===== src/rtl/sgdru_pkg.sv =====
// ----------------------------------------------------------------------------
// sgdru_pkg
// Shared types and constants of the regression update block: control
// bundles between the sequencer, the lanes and the merge stage, register
// addresses and operation codes.
// ----------------------------------------------------------------------------
package sgdru_pkg;

  localparam int FIELD_BITS = 32;
  localparam int SLOTS      = 8;
  localparam int FRAC_BITS  = 5;
  localparam int RATE_BITS  = 31;
  localparam int ADDR_BITS  = 4;

  // Register map
  localparam logic [ADDR_BITS-1:0] ADDR_FRAC_BITS = 4'h0;
  localparam logic [ADDR_BITS-1:0] ADDR_LRATE     = 4'h4;
  localparam logic [ADDR_BITS-1:0] ADDR_MODE      = 4'h8;

  localparam logic [FRAC_BITS-1:0] FRAC_RESET  = 5'd12;
  localparam logic [RATE_BITS-1:0] LRATE_RESET = 31'd40;

  localparam logic MODE_LINEAR   = 1'b0;
  localparam logic MODE_LOGISTIC = 1'b1;

  localparam logic OP_TRAIN = 1'b0;
  localparam logic OP_LOAD  = 1'b1;

  // Operand selection of the lane multiplier
  typedef enum logic [1:0] {
    MUL_DOT  = 2'b00,  // feature times weight
    MUL_GRAD = 2'b01,  // error times feature
    MUL_STEP = 2'b10   // learning rate times gradient term
  } mul_sel_t;

  typedef struct packed {
    logic     load_x;
    logic     load_w;
    logic     mul_en;
    mul_sel_t mul_sel;
    logic     shift_en;
    logic     update_en;
  } lane_ctl_t;

  typedef struct packed {
    logic load_label;
    logic sum_en;
    logic act_en;
    logic err_en;
  } merge_ctl_t;

endpackage


===== src/rtl/sgdru_merge.sv =====
// ----------------------------------------------------------------------------
// sgdru_merge
// Merge stage: sums the lane terms into the prediction, applies the
// optional piecewise-linear sigmoid and forms the error against the label.
// ----------------------------------------------------------------------------
module sgdru_merge #(
  parameter int W        = 32,
  parameter int FEATURES = 8
) (
  input  logic                              clk,
  input  sgdru_pkg::merge_ctl_t             ctl,
  input  logic [sgdru_pkg::FRAC_BITS-1:0]   frac_bits,
  input  logic                              mode,
  input  logic [sgdru_pkg::FIELD_BITS-1:0]  label_in,
  input  logic [FEATURES-1:0][W-1:0]        terms,
  output logic signed [W-1:0]               err
);
  import sgdru_pkg::*;

  localparam int SW = 36;  // holds 4 * 2^31 with sign

  logic signed [W-1:0]  label;
  logic signed [W-1:0]  sum;
  logic signed [W-1:0]  act;
  logic        [W-1:0]  tree;
  logic signed [SW-1:0] u_ext;
  logic signed [SW-1:0] four;
  logic signed [SW-1:0] one_v;
  logic signed [SW-1:0] mid;
  logic signed [W-1:0]  sig;

  always_comb begin
    tree = '0;
    for (int i = 0; i < FEATURES; i++) begin
      tree = tree + terms[i];
    end
  end

  always_comb begin
    u_ext = SW'(sum);
    four  = SW'(4) <<< frac_bits;
    one_v = SW'(1) <<< frac_bits;
    mid   = (u_ext + four) >>> 3;
    if (u_ext < -four) begin
      sig = '0;
    end else if (u_ext > four) begin
      sig = one_v[W-1:0];
    end else begin
      sig = mid[W-1:0];
    end
  end

  always_ff @(posedge clk) begin
    if (ctl.load_label) begin
      label <= label_in[W-1:0];
    end
    if (ctl.sum_en) begin
      sum <= tree;
    end
    if (ctl.act_en) begin
      act <= (mode == MODE_LOGISTIC) ? sig : sum;
    end
    if (ctl.err_en) begin
      err <= act - label;
    end
  end

endmodule


===== config.mk =====
export PLATFORM = sky130hd
export DESIGN_NAME = sgdru_merge
export DESIGN_NICKNAME = d
export VERILOG_FILES = /design/src/rtl/sgdru_pkg.sv /design/src/rtl/sgdru_merge.sv
export SDC_FILE = /design/constraint.sdc
export NUM_CORES = 1
export LEC_CHECK = 0
export BUFFER_PORTS_ARGS = -buffer_cell sky130_fd_sc_hd__buf_4
export CAP_MARGIN = 0
export CORE_UTILIZATION = 26
export DETAILED_ROUTE_END_ITERATION = 10
export PLACE_DENSITY = 0.51
export SLEW_MARGIN = 20
export SYNTH_ARGS = -nofsm -noshare
export SYNTH_HDL_FRONTEND = slang
export SYNTH_SLANG_ARGS = --single-unit

===== constraint.sdc =====
create_clock -name clk -period 9.75 [get_ports clk]
set_clock_uncertainty 0.1 [all_clocks]
set_input_delay 1.95 -clock clk [delete_from_list [all_inputs] [get_ports clk]]
set_output_delay 1.95 -clock clk [all_outputs]
set_load 0.05 [all_outputs]

Word level (Yosys, flattened, before mapping)
Cells that the tools add are included.
Storage, ports and cells
  bits in registers: 128
  bits of input ports: 299
  output and inout port bits: 32
Operators by class
  add/sub/neg operators: 10
  $lt $le $gt $ge: 2
  shifts and indexed selects: 2
  mux-type cells: 3
Operators with widths (number)
  $add 32x32->32: 7
  $mux 32: 3
  $gt 32x36->1: 1
  $lt 32x36->1: 1
  $neg 36->36: 1
  $sshl 4x5->36 const A: 1
  $add 32x35->35: 1
  $sshl 2x5->32 const A: 1
  $sub 32x32->32: 1

Longest topological paths before layout
  depth in word-level cells: 7
  depth in mapped cells: 22
  mapped depth without buffers: 19

Worst setup path before layout
No wires, ideal clock.
  path kind: input to register
  start point: input port terms[2] (netlist bit)
  end point: register sum[24], data pin
  library setup time: 0.260 ns
  arrival: 6.364 ns
  required time: 9.390 ns
  setup slack: 3.026 ns
  stages: 19
  buffers on the path: 0
  cell sequence: inv_1 > fa_1 > inv_1 > fa_1 > fa_1 > inv_1 > fa_1 > inv_1 > ha_1 > fa_1 > a211oi_1 > o21a_1 > o21ai_0 > a41oi_1 > o21ai_1 > a21bo_2 > a21o_1 > a21oi_1 > xnor2_1
Between the ends
  cells in the longest elaborated chain, start to end: 7
Ends and longest elaborated chain
  start, declared: line sgdru_merge.sv:15  | input logic [FEATURES-1:0][W-1:0] terms,
  $add 32x32->32 (7 in series): line sgdru_merge.sv:35  | tree = tree + terms[i];
  net tree[24]: line sgdru_merge.sv:25  | logic [W-1:0] tree;
  end signal, assigned: line sgdru_merge.sv:58  | sum <= tree;
  end, declared: line sgdru_merge.sv:23  | logic signed [W-1:0] sum;
The timed path passes the listed nets, and every way through them passes these cells.
A chain may end at the register's enable or synchronous reset.

Worst setup path in the final report
  start point: input port terms[3] (netlist bit)
  end point: register sum[31], data pin
Same word-level chain as after synthesis.

==> reports/metrics.cfg <==
[run_status]
status = finished clean

[timing]
hold_violations = 0
fin_crit_sh_pct = 70.5
worst_pin_slew_ns = 0.801
finalSetupTns_ns = 0
relSlewSlack_pct = 46.5
fmax_ghz = 0.145
rsz0062_at_grt = no
period_minus_slack_ns = 6.88
slew_viol_final = 0
setup_viol = 0

[final_layout]
area_growth_pct = 23.7
num-nets-final = 2790
multi_input_area_mm2 = 0.0108
final_common_cell = inv_1
num_antenna_cells = 0
seq_area_mm2 = 0.00384
drive_gt1_share_pct = 17.7
num-fill-cells = 6642
final_cell_mix = 484 x inv_1, 332 x buf_4, 185 x fa_1

[setup_path]
crit_path_end_kind = flip-flop
path_class = in2reg
timing.critical_path.buf_inv = 5
cpPeakStageDelay_ns = 0.54
worstReg2RegStart = sum[2]
path_cells = buf_4 > inv_1 > fa_1 > inv_1 > fa_1 > fa_1 > inv_1 > fa_1 > inv_1 > ha_1 > a211oi_1 > o21ai_0 > a31oi_1 > o31a_1 > o21ai_1 > a21oi_1 > o221ai_1 > a211oi_1 > xnor2_1
critical_path_required_ns = 9.83
reg2reg_setup_slack_ns = 5.60
worstPathMaxFanout = 4
slowest_stage = fa_1
worstSetupStartpointType = input pin
r2r_cells = 12
crit_family = adder cells
worstPathArrival_ns = 6.96
rr_endpoint = act[29]

[clock_tree]
clock_sinks = 128
cts_tree = done
root_buffer = clkbuf_16
cts_made_buffers = 17
ctsResizeCount = 0
path_clk_slew_ns = 0.06
insertion_delay_ns = 0.44
htreeDepth = 4
clock_path_buffers = 2
postCtsSetupBuffers = 0
hold_buffers = 0

[synth]
synth_cells = 1833
synth_top_area_cell = edfxtp_1
synth-main-ff-cell = edfxtp_1
ys_ff_latch = 128
yosysSeqAreaShare_pct = 23.1
synthTopCellsByArea = edfxtp_1 23%, fa_1 22%, ha_1 12%
synth_area_per_cell_um2 = 9.08
netlist_area_mm2 = 0.0167
synth_edf_count = 128
synth_cell_types = 85
ys_warn_count = 0
yosysTopAreaCellShare_pct = 23.1
async_reset_ff_share_pct = 0

[power]
p_int_mw = 3.14
finalPower_mw = 5.97
peakVddDrop_mv = 0.124
combPwrFrac_pct = 69.7
power_frac_clock_pct = 10.0
seq_power_share_pct = 20.3
p_sw_mw = 2.83
power_density_mw_per_mm2 = 290
cellLeakagePower_nw = 10.2
p_sw_share_pct = 47.5

[detailed_routing]
wl_per_cell_um = 14.7
vias_per_cell = 4.40
drc = 0
antenna_left = 0
wl_um = 44100
via_count = 13200
dr.pass1.iters = 7
drt-initial-drc-count = 485

[place]
hpwlAfterDp_um = 37800
routabilityCongestion = 0.905
numPortBuffers = 330

[floorplanning]
initial_core_util_pct = 26.3
rows = 92
die_area_mm2 = 0.0651
core_area_mm2 = 0.0632
die_w_um = 255
ios = 331
fp.dieH_um = 255

[grt]
grt_max_degree = 44
grt_usage_pct = 13.6
grt_overflow_total = 0
first_global_vias = 13600
grt_pass1_wl_um = 69900
antenna_found_initial = 1

[hold_path]
hold_class = reg2reg
holdPathEnd = act[1]
hold_depth = 1
min_from = sum[1]

[job]
max_cap_violations = 0

-- logic make-up after synthesis --
family | count (synthesis) | share of synthesized area [%]
DFF | 128 | 23.1
adders and majority gates | 346 | 34.3
buffers and inverters | 527 | 11.9
xor gates and xnor gates | 88 | 4.63
AOI/OAI and AO/OA | 378 | 15.1
other | 1 | 0.0225
muxes | 3 | 0.188
and+or+nand+nor | 362 | 10.7
-- worst max path at each step --
stage,startpoint,end,slack [ns],depth (start not counted)
after detailed placement,terms[3],sum[31],2.41,19
after CTS,terms[3],sum[31],2.88,19
final,terms[3],sum[31],2.87,19
after global routing,frac_bits[3],act[31],2.53,16
after global placement,terms[2],sum[24],2.42,20
after floorplan,terms[2],sum[24],3.03,19
-- stage by stage --
step	utilization (%)	std cells	area, µm²	hold slack (ns)	worst slack [ns]
after detailed placement	31.7	2972	20000	0.504	2.41
final	32.6	3004	20600	0.491	2.87
after CTS	32.6	3004	20600	0.516	2.88
after global routing	32.6	3004	20600	0.560	2.53
after global placement	31.7	2972	20000	0.511	2.42
after floorplan	-	1835	16700	0.429	3.03
-- synth_stat cells (all sizes together), types with 8 or more instances --
cell type / n
o21a: 14
o21bai: 12
xnor2: 66
nand4: 16
nor2: 104
xor2: 22
buf: 9
fa: 185
ha: 161
a211oi: 9
inv: 485
edfxtp: 128
or2: 8
nand3: 23
o211ai: 10
clkbuf: 32
and3: 9
nor4: 8
and2: 11
o21ai: 80
nand2b: 21
nor2b: 24
o2bb2ai: 14
nor3: 27
a31oi: 14
a21o: 38
a21oi: 104
nand2: 84
a22o: 8
-- registers in the layout (all words and copies together) (netlist names) --
| signal | count |
|---|---|
| act | 32 |
| sum | 32 |
| err | 32 |
| label | 32 |
-- final cells by class --
class / instances / share of cell area (%)
Clock buffer: 18 / 2.08
Clock inverter: 14 / 0.571
Inverter: 486 / 8.86
Multi-Input combinational cell: 1180 / 52.6
Sequential cell: 128 / 18.7
Tap cell: 846 / 5.14
Timing Repair Buffer: 332 / 12.1
-- worst register-to-register path, delay by kind of cell, from the launching register on --
family,cells,cell delay [ns]
fa+ha+maj,2,0.64
flops,1,0.47
compound gates,7,2.28
buf+inv,1,0.05
simple gates,2,0.32
-- routing by layer --
| metal | wire [µm] | vias to the layer above | share of wire [%] | track usage [%] |
|---|---|---|---|---|
| met5 | 8 | - | 0.018 | 0 |
| met2 | 21300 | 286 | 48 | 22.9 |
| met3 | 1820 | 41 | 4.1 | 2.25 |
| met1 | 20300 | 6296 | 46 | 18.0 |
| met4 | 597 | 2 | 1.4 | 3.30 |
| li1 | - | 6593 | - | - |
-- power groups by stage --
stage                     clock network [mW]  registers [mW]  logic, mW
after detailed placement                   0            1.23       4.22
after global placement                     0            1.23       4.17
final                                  0.598            1.21       4.16
after CTS                              0.621            1.22       4.24
after floorplan                            0            1.34       2.98
after global routing                   0.640            1.24       4.75
Note: power is estimated with default switching activity, not from simulation.
