### src/rtl/sgdru_pkg.sv
// ----------------------------------------------------------------------------
// sgdru_pkg
// Shared types and constants of the regression update block: control
// bundles between the sequencer, the lanes and the merge stage, register
// addresses and operation codes.
// ----------------------------------------------------------------------------
package sgdru_pkg;

  localparam int FIELD_BITS = 32;
  localparam int SLOTS      = 8;
  localparam int FRAC_BITS  = 5;
  localparam int RATE_BITS  = 31;
  localparam int ADDR_BITS  = 4;

  // Register map
  localparam logic [ADDR_BITS-1:0] ADDR_FRAC_BITS = 4'h0;
  localparam logic [ADDR_BITS-1:0] ADDR_LRATE     = 4'h4;
  localparam logic [ADDR_BITS-1:0] ADDR_MODE      = 4'h8;

  localparam logic [FRAC_BITS-1:0] FRAC_RESET  = 5'd12;
  localparam logic [RATE_BITS-1:0] LRATE_RESET = 31'd40;

  localparam logic MODE_LINEAR   = 1'b0;
  localparam logic MODE_LOGISTIC = 1'b1;

  localparam logic OP_TRAIN = 1'b0;
  localparam logic OP_LOAD  = 1'b1;

  // Operand selection of the lane multiplier
  typedef enum logic [1:0] {
    MUL_DOT  = 2'b00,  // feature times weight
    MUL_GRAD = 2'b01,  // error times feature
    MUL_STEP = 2'b10   // learning rate times gradient term
  } mul_sel_t;

  typedef struct packed {
    logic     load_x;
    logic     load_w;
    logic     mul_en;
    mul_sel_t mul_sel;
    logic     shift_en;
    logic     update_en;
  } lane_ctl_t;

  typedef struct packed {
    logic load_label;
    logic sum_en;
    logic act_en;
    logic err_en;
  } merge_ctl_t;

endpackage

### src/rtl/sgdru_lane.sv
// ----------------------------------------------------------------------------
// sgdru_lane
// One weight lane: holds a weight and the current feature, and runs the
// shared multiply and truncating shift for the dot product, the gradient
// and the step.
// ----------------------------------------------------------------------------
module sgdru_lane #(
  parameter int W = 32
) (
  input  logic                                clk,
  input  logic                                rst,
  input  sgdru_pkg::lane_ctl_t                ctl,
  input  logic [sgdru_pkg::FRAC_BITS-1:0]     frac_bits,
  input  logic [sgdru_pkg::FIELD_BITS-1:0]    feature,
  input  logic signed [W-1:0]                 err,
  input  logic signed [W-1:0]                 alpha,
  output logic signed [W-1:0]                 term,
  output logic signed [W-1:0]                 weight
);
  import sgdru_pkg::*;

  logic signed [W-1:0]   x;
  logic signed [2*W-1:0] prod;
  logic signed [W-1:0]   op_a;
  logic signed [W-1:0]   op_b;
  logic        [2*W:0]   bias;
  logic signed [2*W:0]   biased;
  logic signed [2*W:0]   shifted;

  always_comb begin
    case (ctl.mul_sel)
      MUL_DOT: begin
        op_a = x;
        op_b = weight;
      end
      MUL_GRAD: begin
        op_a = err;
        op_b = x;
      end
      MUL_STEP: begin
        op_a = alpha;
        op_b = term;
      end
      default: begin
        op_a = x;
        op_b = weight;
      end
    endcase
  end

  // Adding 2^f - 1 to a negative product makes the arithmetic shift round
  // toward zero instead of toward minus infinity.
  always_comb begin
    bias    = prod[2*W-1] ? ~({(2*W+1){1'b1}} << frac_bits) : '0;
    biased  = (2*W+1)'(prod) + signed'(bias);
    shifted = biased >>> frac_bits;
  end

  always_ff @(posedge clk) begin
    if (ctl.load_x) begin
      x <= feature[W-1:0];
    end
    if (ctl.mul_en) begin
      prod <= op_a * op_b;
    end
    if (ctl.shift_en) begin
      term <= shifted[W-1:0];
    end
  end

  always_ff @(posedge clk) begin
    if (rst) begin
      weight <= '0;
    end else if (ctl.load_w) begin
      weight <= feature[W-1:0];
    end else if (ctl.update_en) begin
      weight <= weight - term;
    end
  end

endmodule

### config.mk
export PLATFORM = sky130hd
export DESIGN_NAME = sgdru_lane
export DESIGN_NICKNAME = d
export VERILOG_FILES = /design/src/rtl/sgdru_pkg.sv /design/src/rtl/sgdru_lane.sv
export SDC_FILE = /design/constraint.sdc
export NUM_CORES = 2
export LEC_CHECK = 0
export BUFFER_PORTS_ARGS = -buffer_cell sky130_fd_sc_hd__buf_2
export CAP_MARGIN = 20
export CORE_ASPECT_RATIO = 0.6
export CORE_MARGIN = 10
export CORE_UTILIZATION = 52
export CTS_BUF_LIST = sky130_fd_sc_hd__clkbuf_4
export DETAILED_ROUTE_END_ITERATION = 8
export GPL_ROUTABILITY_DRIVEN = 0
export PLACE_DENSITY = 0.73
export SKIP_CTS_REPAIR_TIMING = 1
export SLEW_MARGIN = 20
export SYNTH_ARGS = -nofsm -noshare
export SYNTH_HDL_FRONTEND = slang
export SYNTH_SLANG_ARGS = --single-unit
### constraint.sdc
create_clock -name clk -period 27.9 [get_ports clk]
set_clock_uncertainty 0.05 [all_clocks]
set_input_delay 2.79 -clock clk [delete_from_list [all_inputs] [get_ports clk]]
set_output_delay 2.79 -clock clk [all_outputs]
set_load 0.01 [all_outputs]
* Word level (Yosys, flattened, before mapping)
Cells that the tools add are included.
** Cells by class
- Add/subtract/negate cells :: 2
- $mul :: 1
- Equal/unequal tests :: 2
- Shifts and indexed selects :: 2
- Mux-type cells :: 5
- Bitwise operators :: 1
- Reductions and logical operators :: 1
** Operator list (count)
- $pmux W32 S2 :: 2
- $add A64 B65 Y65 :: 1
- $mux W65 :: 1
- $not A65 Y65 :: 1
- $shl A65 B5 Y65 const A :: 1
- $sshr A65 B5 Y32 :: 1
- $mul A32 B32 Y64 :: 1
- $mux W32 :: 2
- $sub A32 B32 Y32 :: 1
- $eq A2 B1 Y1 const B :: 1
- $eq A2 B2 Y1 const B :: 1
- $reduce_bool A2 Y1 :: 1
** Word-level totals
- Bits in registers :: 160
- Word-level logic and storage cells :: 18

* Depth between registers and ports, before layout
- Word-level depth :: 5
- Gate-level depth with buffers :: 37
- Gate-level depth less buffers :: 34

* Least setup slack after synthesis
No wires, ideal clock.
- Path type :: input port to flip-flop
- From :: input port ctl[2] (netlist name)
- To :: register prod[60], data pin
- Arrival :: 11414 ps
- Required time :: 27590 ps
- Path slack :: 16176 ps
- Stages on the path :: 31
- Cells stage by stage :: inv_1 ha_1 clkbuf_1 clkbuf_1 o21a_1 clkbuf_1 clkbuf_1 nor2_1 fa_1 inv_1 fa_1 inv_1 fa_1 fa_1 inv_1 fa_1 inv_1 fa_1 fa_1 fa_1 ha_1 a21o_1 a21oi_1 o21ai_0 a21o_1 a221o_1 a41oi_1 o211a_1 o21bai_1 a21oi_1 xnor2_1
** On the way
- Cells in the longest elaborated chain, start to end :: 3
** RTL lines
- start, declared :: RTL line sgdru_lane.sv:12 : input sgdru_pkg::lane_ctl_t ctl,
- $eq A2 B2 Y1 or $eq A2 B1 Y1 (tied branches) :: RTL line sgdru_lane.sv:31 : case (ctl.mul_sel)
- $pmux W32 S2 :: RTL line sgdru_lane.sv:31
- $mul A32 B32 Y64 * :: RTL line sgdru_lane.sv:64 : prod <= op_a * op_b;
- end signal, assigned :: RTL line sgdru_lane.sv:64
- end, declared :: RTL line sgdru_lane.sv:23 : logic signed [2*W-1:0] prod;
Mark *: on every way between the ends. The rest lies on a longest branch, timed or not.
A chain may end at the register's enable or synchronous reset.

* Worst setup path after layout
Same ends and word-level chain as after synthesis.

==> run summary <==
outcome: finished, violations left
failing checks: DRC
Synth warnings: 0
vias: 43700
fin crit period: 13.55 ns
initial core utilization: 52.7%
Max Transition Viols Final: 0
post-DP HPWL: 145 mm
layout cells sized above 1: 7.26%
Hold Crit Class: reg2reg
highest clock rate: 73.8 MHz
core area: 94500 sq um
pin count of the biggest net entering global routing: 102
die area: 109000 sq um
startpoint types: input port
Clock Sinks: 160
Die Ht: 260 um
Die Width: 420 um
Slew HR: 17.5%
sequential area share after synthesis: 9.00%
number of global-route vias before repair: 42800
top_reg_cell synth: edfxtp_1
Slowest-stage cell, CP: fa_1
Final period util: 48.6%
flop-to-flop setup slack: 17.41 ns
final net count: 7121
port bufs: 173
cts bufs inserted: 17
Vias/cell: 6.28
Root Driver: clkbuf_4
total wire length: 184 mm
TritonRoute pass-1 iters: 9
asr flop ratio synth: 0%
drt initial violations: 6610
Layout fillers: 8398
Routed wire per std cell: 26.5 um
Synth Area per Inst: 8.77 sq um
Setup TNS: 0 ns
RSZ-0062 raised after global routing: false
number of setup violations in the final report: 0
GRT Total Usage: 33.8%
row count: 87
initial antenna violation count: 9
Mapped Cells: 5680
maxcap violations: 0
Hold Fails Final Rpt: 0
Syn-to-layout area delta: 5.11%
Critical Path AT: 13.93 ns
count of state elements after synthesis: 160
WS Path Type: in2reg
I/O pins: 174
later-pin clock latency in the skew report: 0.67 ns
TritonCTS clock tree: done
worst-path fanout max: 101
Worst EP required: 28.28 ns
actual slew at the worst max-slew pin: 1.24 ns
CP Capture Type: flip-flop
post-synth net total: 7122
Post-synth EDFFs: 128
first-pass GRT wire length: 275 mm
Max stage delay on crit path: 0.95 ns
Routed Antenna Nets: 0
CTS H-tree lvls: 4
Clock Path Buffers: 2
GR Overflow Total: 0
Unique masters post-synth: 92
CTS clk-pin slew, worst paths: 0.15 ns
DRC violations left: 1
Syn Std Cell Area: 49800 sq um
==> cell usage after synthesis (36+ instances only) <==
| cell | number | area (sq um) |
|---|---|---|
| a211oi_1 | 48 | 360 |
| a21o_1 | 55 | 413 |
| a21oi_1 | 171 | 856 |
| a22oi_1 | 77 | 578 |
| and2_1 | 36 | 225 |
| buf_1 | 43 | 161 |
| clkbuf_1 | 246 | 923 |
| edfxtp_1 | 128 | 3840 |
| fa_1 | 1084 | 21700 |
| ha_1 | 248 | 3100 |
| inv_1 | 1107 | 4160 |
| mux2i_1 | 81 | 811 |
| nand2_1 | 721 | 2710 |
| nand3_1 | 56 | 280 |
| nor2_1 | 643 | 2410 |
| nor3_1 | 60 | 300 |
| o21a_1 | 82 | 616 |
| o21ai_0 | 117 | 586 |
| o21ai_1 | 46 | 230 |
| xnor2_1 | 87 | 762 |
| xor2_1 | 39 | 342 |
==> placed cells by master, fill, tap and decap left out, types with 18 or more instances in the layout <==
| cell type | instances |
|---|---|
| and3_1 | 27 |
| buf_4 | 114 |
| nand3_1 | 56 |
| o21ai_0 | 96 |
| o21ai_1 | 49 |
| o22ai_1 | 21 |
| mux2i_1 | 81 |
| a21oi_1 | 168 |
| nand2b_1 | 22 |
| o21a_1 | 78 |
| inv_1 | 1105 |
| ha_1 | 246 |
| nor2b_1 | 27 |
| and2_1 | 36 |
| edfxtp_1 | 128 |
| buf_2 | 173 |
| a22oi_1 | 77 |
| xnor2_1 | 87 |
| a221oi_1 | 18 |
| nand2_1 | 721 |
| nor2_1 | 643 |
| mux2_2 | 19 |
| o211ai_1 | 23 |
| fa_1 | 1084 |
| nor3_1 | 60 |
| nand4_1 | 19 |
| xor2_1 | 39 |
| dfxtp_1 | 32 |
| a31oi_1 | 27 |
| a21o_1 | 55 |
| a211oi_1 | 48 |
==> layout make-up <==
type                    count  area [sq um]  share of cell area, %
flip-flops and latches    160          4480                   8.56
well taps                1246          1560                   2.98
clock buffers              17           128                  0.244
clock inverters            15           133                  0.253
multi-input cells        4104         40200                   76.6
repair buffers            288          1740                   3.32
inverters                1108          4160                   7.94
diodes                     14          35.0                 0.0669
==> state kept, by name, indices dropped and copies added, names as in the netlist <==
signal	flops
prod	64
x	32
term	32
weight	32
==> layer usage <==
metal	vias up	GRT usage, %	part of all wire, %
li1	17900	-	-
met2	3834	41.5	36
met3	635	22.6	21
met5	-	2.18	0.22
met1	21300	46.0	38
met4	16	11.4	4.6
==> through the flow <==
| step | setup slack, ns | std cells | utilization [%] | instance area (sq um) | hold WS, ns |
|---|---|---|---|---|---|
| after floorplan | 16.18 | 5680 | - | 49800 | 0.548 |
| after global placement | 13.95 | 6903 | 55.1 | 52000 | 0.533 |
| after detailed placement | 13.88 | 6904 | 55.1 | 52100 | 0.550 |
| after CTS | 14.59 | 6936 | 55.4 | 52300 | 0.564 |
| after global routing | 13.82 | 6938 | 55.4 | 52400 | 0.602 |
| final | 14.35 | 6952 | 55.4 | 52400 | 0.567 |
==> worst paths after layout <==
path / from / endpoint / cells after the start
worst max-delay path: ctl[2] / prod[60] / 33
worst min-delay path: weight[3] / weight[3] / 2
worst max register to register: term[5] / prod[60] / 29
worst min register to register: weight[3] / weight[3] / 2
==> cell families (layout without fill, tap and decap cells) <==
logic type,count (synthesis),in the layout,share of synthesized area (%)
AND/OR/NAND/NOR,1669,1669,14.0
buffers and inverters,1416,1428,10.7
adder cells (fa/ha/maj),1332,1332,49.8
AO/OA/AOI/OAI,867,867,11.9
flip-flops,160,160,9.00
XOR/XNOR,126,126,2.21
multiplexers,110,110,2.49
other,0,14,0
==> critical path, delay by kind of cell <==
| kind | cells | cell delay (ns) |
|---|---|---|
| and+or+nand+nor | 2 | 0.31 |
| adders and majority gates | 10 | 5.64 |
| xor gates and xnor gates | 1 | 0.08 |
| buffers and inverters | 11 | 2.57 |
| AOI/OAI and AO/OA | 9 | 2.39 |
Power is left out: the tool's default activity adds up to more than one toggle a clock period on the data nets, which glitch-free logic cannot reach.
